$ cat src/sv/pip_pkg.sv
package pip_pkg;

    localparam int IDX_W    = 6;
    localparam int CNT_W    = 7;
    localparam int M_DATA_W = 8;

    localparam logic [CNT_W-1:0] VCOUNT_RESET = 7'd3;

    localparam logic ACT_LOAD  = 1'b0;
    localparam logic ACT_QUERY = 1'b1;

    typedef struct packed {
        logic valid;
        logic last;
    } edge_ctl_t;

    typedef struct packed {
        logic valid;
        logic last;
        logic crossed;
    } edge_res_t;

endpackage

$ cat src/sv/pip_edge_unit.sv
module pip_edge_unit #(
    parameter int COORD_WIDTH = 16
) (
    input  logic                          aclk,
    input  logic                          aresetn,
    input  pip_pkg::edge_ctl_t            ctl,
    input  logic signed [COORD_WIDTH-1:0] xi,
    input  logic signed [COORD_WIDTH-1:0] yi,
    input  logic signed [COORD_WIDTH-1:0] xn,
    input  logic signed [COORD_WIDTH-1:0] yn,
    input  logic signed [COORD_WIDTH-1:0] px,
    input  logic signed [COORD_WIDTH-1:0] py,
    output pip_pkg::edge_res_t            res
);

    localparam int DW = COORD_WIDTH + 1;
    localparam int PW = 2 * DW;
    localparam int TW = PW + 1;

    logic signed [DW-1:0] dx0_reg;
    logic signed [DW-1:0] dy_reg;
    logic signed [DW-1:0] ey_reg;
    logic signed [DW-1:0] ex_reg;
    logic                 cand1_reg;
    logic                 v1_reg;
    logic                 last1_reg;

    logic signed [PW-1:0] p1_reg;
    logic signed [PW-1:0] p2_reg;
    logic                 neg_reg;
    logic                 cand2_reg;
    logic                 v2_reg;
    logic                 last2_reg;

    logic signed [TW-1:0] t_sum;
    logic                 crossed;

    always_ff @(posedge aclk) begin
        if (!aresetn) begin
            v1_reg <= 1'b0;
            v2_reg <= 1'b0;
        end else begin
            v1_reg <= ctl.valid;
            v2_reg <= v1_reg;
        end
    end

    always_ff @(posedge aclk) begin
        dx0_reg   <= DW'(xi) - DW'(px);
        dy_reg    <= DW'(yn) - DW'(yi);
        ey_reg    <= DW'(py) - DW'(yi);
        ex_reg    <= DW'(xn) - DW'(xi);
        cand1_reg <= (yi > py) != (yn > py);
        last1_reg <= ctl.last;

        p1_reg    <= dx0_reg * dy_reg;
        p2_reg    <= ey_reg * ex_reg;
        neg_reg   <= dy_reg[DW-1];
        cand2_reg <= cand1_reg;
        last2_reg <= last1_reg;
    end

    assign t_sum   = TW'(p1_reg) + TW'(p2_reg);
    assign crossed = cand2_reg &&
                     (neg_reg ? t_sum[TW-1] : (!t_sum[TW-1] && (t_sum != '0)));

    assign res.valid   = v2_reg;
    assign res.last    = last2_reg;
    assign res.crossed = crossed;

endmodule

$ cat config.mk
export PLATFORM = sky130hd
export DESIGN_NAME = pip_edge_unit
export DESIGN_NICKNAME = d
export VERILOG_FILES = /design/src/sv/pip_pkg.sv /design/src/sv/pip_edge_unit.sv
export SDC_FILE = /design/constraint.sdc
export NUM_CORES = 2
export LEC_CHECK = 0
export ABC_AREA = 0
export BUFFER_PORTS_ARGS = -buffer_cell sky130_fd_sc_hd__buf_2
export CAP_MARGIN = 15
export CORE_ASPECT_RATIO = 0.9
export CORE_MARGIN = 4
export CORE_UTILIZATION = 59
export DETAILED_ROUTE_END_ITERATION = 10
export GPL_ROUTABILITY_DRIVEN = 0
export HOLD_SLACK_MARGIN = 0.03
export PLACE_DENSITY_LB_ADDON = 0.08
export SETUP_SLACK_MARGIN = 0.3
export SYNTH_ARGS = -nofsm -noshare
export SYNTH_HDL_FRONTEND = slang
export SYNTH_SLANG_ARGS = --single-unit
$ cat constraint.sdc
create_clock -name aclk -period 6.4 [get_ports aclk]
set_input_delay 0.32 -clock aclk [delete_from_list [all_inputs] [get_ports aclk]]
set_output_delay 0.32 -clock aclk [all_outputs]
set_load 0.01 [all_outputs]
==> metrics <==
Tot GR Track Use 29.46%; cts bufs inserted 17; Skew-Pair Late Insertion Delay 460 ps; post-layout min period 6186 ps; synthesized cell area 29730 µm²; DR iter-0 viols 1496; Clock Skews 15.32 ps; Slew headroom 50.26%; CTS tree yes; nets@finish 4506; kind of critical path flip-flop to flip-flop; port bufs 102; clk sinks 143; Setup TNS 0 ps; I/O pins 103; wl on met1 31.81 mm; Synth Area in XOR/XNOR 3.506%; Synth Area in Adders 52.20%; post-synthesis simple-gate area fraction 15.51%; flops & latches, synth 143; FMAX 0.1617 GHz; share of cells above drive strength 1 14.50%; FP Rows 77; die area 54050 µm²; Post-Syn Nets 4262; Via Count 23130; met3 routed WL 5.533 mm; mux cell area share after synthesis 0.2020%; post-synthesis cell type count 71; CTS Buffer Depth 2; DR DRC count 0; Synth Area in Compound Gates 8.464%; Top FF cell, synth dfxtp_1; Yosys warnings 0; Req. time, crit path 6790 ps; first-pass GRT wire length 127.1 mm; outcome finished, final reports clean; Async SR Flop Fraction 0%; Clock Pin Slew Worst Setup and Hold Paths 80 ps; Setup WS post-layout 214.4 ps; type of origin of the critical path flip-flop; root buffer cell clkbuf_16; worst-path fanout max 7; syn avg cell area 9.064 µm²; ant diodes 0; Worst EP arrival 6570 ps; Top Metal Used met5; routed vias/inst 5.497; largest family of logic cells by synthesized area adder cells; period utilization 96.65%; unrepaired setup endpoints after global routing yes; TritonRoute pass-1 iters 6; worst slew pin tran 736.4 ps; grt total ovfl 0; number of flops mapped to enable cells by yosys 0; register area share after synthesis 9.630%; Worst Hold Class input pin to flip-flop; core area 49520 µm²; Max-Cap Viols 0; Place WS -166.3 ps; drt wl/cell 18.29 µm; final antenna-violating net count 0; pin count of the biggest net entering global routing 18; Slew Limit Fails 0; Synth-to-Final Area Change 14.00%; depth of the CTS H-tree 4; Die Wd 244.6 µm; CP Capture Type flip-flop; die height 221.0 µm; final setup fails 0; Hold Violations, Final 0; Reg2Reg Setup Slack 210 ps; final wirelength 76.98 mm; Initial Util 60.03%; initial antenna violation count 6; routed wl met2 36.22 mm; cell count after synthesis 3280; post-DP HPWL 64.72 mm; vias in the first global route 24590
logic make-up after synthesis:
group / Yosys count
AO/OA/AOI/OAI: 379
XOR/XNOR: 119
adder cells (fa/ha/maj): 882
buffers and inverters: 826
flip-flops: 143
multiplexers: 6
AND/OR/NAND/NOR: 925
through the flow:
stage	util [%]	hold slack (ps)	cells	area, µm²
4_1_cts	67.34	31.01	4190	33340
6_report	68.44	53.25	4208	33890
3_3_place_gp	64.97	317.9	4127	32170
3_5_place_dp	64.97	318.9	4127	32170
5_1_grt	68.44	48.56	4208	33890
2_1_floorplan	-	309.6	3280	29760
synthesized netlist by cell type, types with 24 or more instances:
| master | number | area share [%] |
|---|---|---|
| fa_1 | 597 | 40 |
| o21a_1 | 24 | 0.61 |
| and2_1 | 301 | 6.3 |
| a21o_1 | 27 | 0.68 |
| o21ai_0 | 79 | 1.3 |
| dfxtp_1 | 143 | 9.6 |
| inv_1 | 738 | 9.3 |
| a21oi_1 | 93 | 1.6 |
| clkbuf_1 | 79 | 1.0 |
| nand2_1 | 326 | 4.1 |
| nand3_1 | 31 | 0.52 |
| nor2_1 | 135 | 1.7 |
| ha_1 | 285 | 12 |
| nor3_1 | 25 | 0.42 |
| xnor2_1 | 103 | 3.0 |
| nand2b_1 | 26 | 0.55 |
area by class of cell:
cell class	instances	area [µm²]
Clock inverter	14	150.1
Fill cell	4003	15630
Tap cell	671	839.6
Sequential cell	143	2982
Multi-Input combinational cell	2311	24300
Timing Repair Buffer	313	2407
Inverter	738	2774
Clock buffer	18	439.2
critical path: stages, from the launching register on:
cell and delay, ps:
dfxtp_4 380, buf_6 140, and2_4 130, fa_1 540, inv_2 40, fa_1 400
fa_1 570, inv_1 60, fa_1 490, fa_1 490, inv_1 60, fa_1 490
inv_1 70, ha_4 250, a21oi_4 160, o21ai_2 90, a22oi_2 230, o311ai_4 160
o21ba_4 220, or4_4 440, nand2_4 80, o2111a_1 210, o21bai_1 70, a21oi_1 190
xnor2_1 130
routing by layer:
| metal | up-vias | global-route usage [%] |
|---|---|---|
| li1 | 10530 | - |
| met4 | 10 | 11.00 |
| met5 | - | 0 |
| met3 | 184 | 5.374 |
| met1 | 11600 | 40.01 |
| met2 | 802 | 47.63 |
placed cells by master, fill, tap and decap left out, types with 22 or more instances in the layout:
cell type,instances
nand2b_1,25
dfxtp_2,26
and2_1,292
a21oi_1,78
dfxtp_4,23
o21a_1,24
a21o_1,27
nor3_1,25
nor2b_1,22
nand3_1,31
buf_2,102
o21ai_0,70
inv_1,724
dfxtp_1,94
fa_1,587
buf_4,174
ha_1,267
nor2_1,132
xnor2_1,102
nand2_1,322
worst paths after layout:
check	start	end	cells past startpoint
worst max register to register	dy_reg[5]	p1_reg[32]	24
worst min register to register	last1_reg	last2_reg	0
worst max-delay path	dy_reg[5]	p1_reg[32]	24
worst min-delay path	ctl[1]	v1_reg	2
timing repair:
item	in CTS	in global routing
setup endpoints to repair	17	17
hold buffers	1	0
buffers inserted	30	18
pin swaps	56	79
resized for setup	108	102
endpoints found under the hold margin	1	0
Power is left out: the tool's default activity adds up to more than one toggle a clock period on the data nets, which glitch-free logic cannot reach.
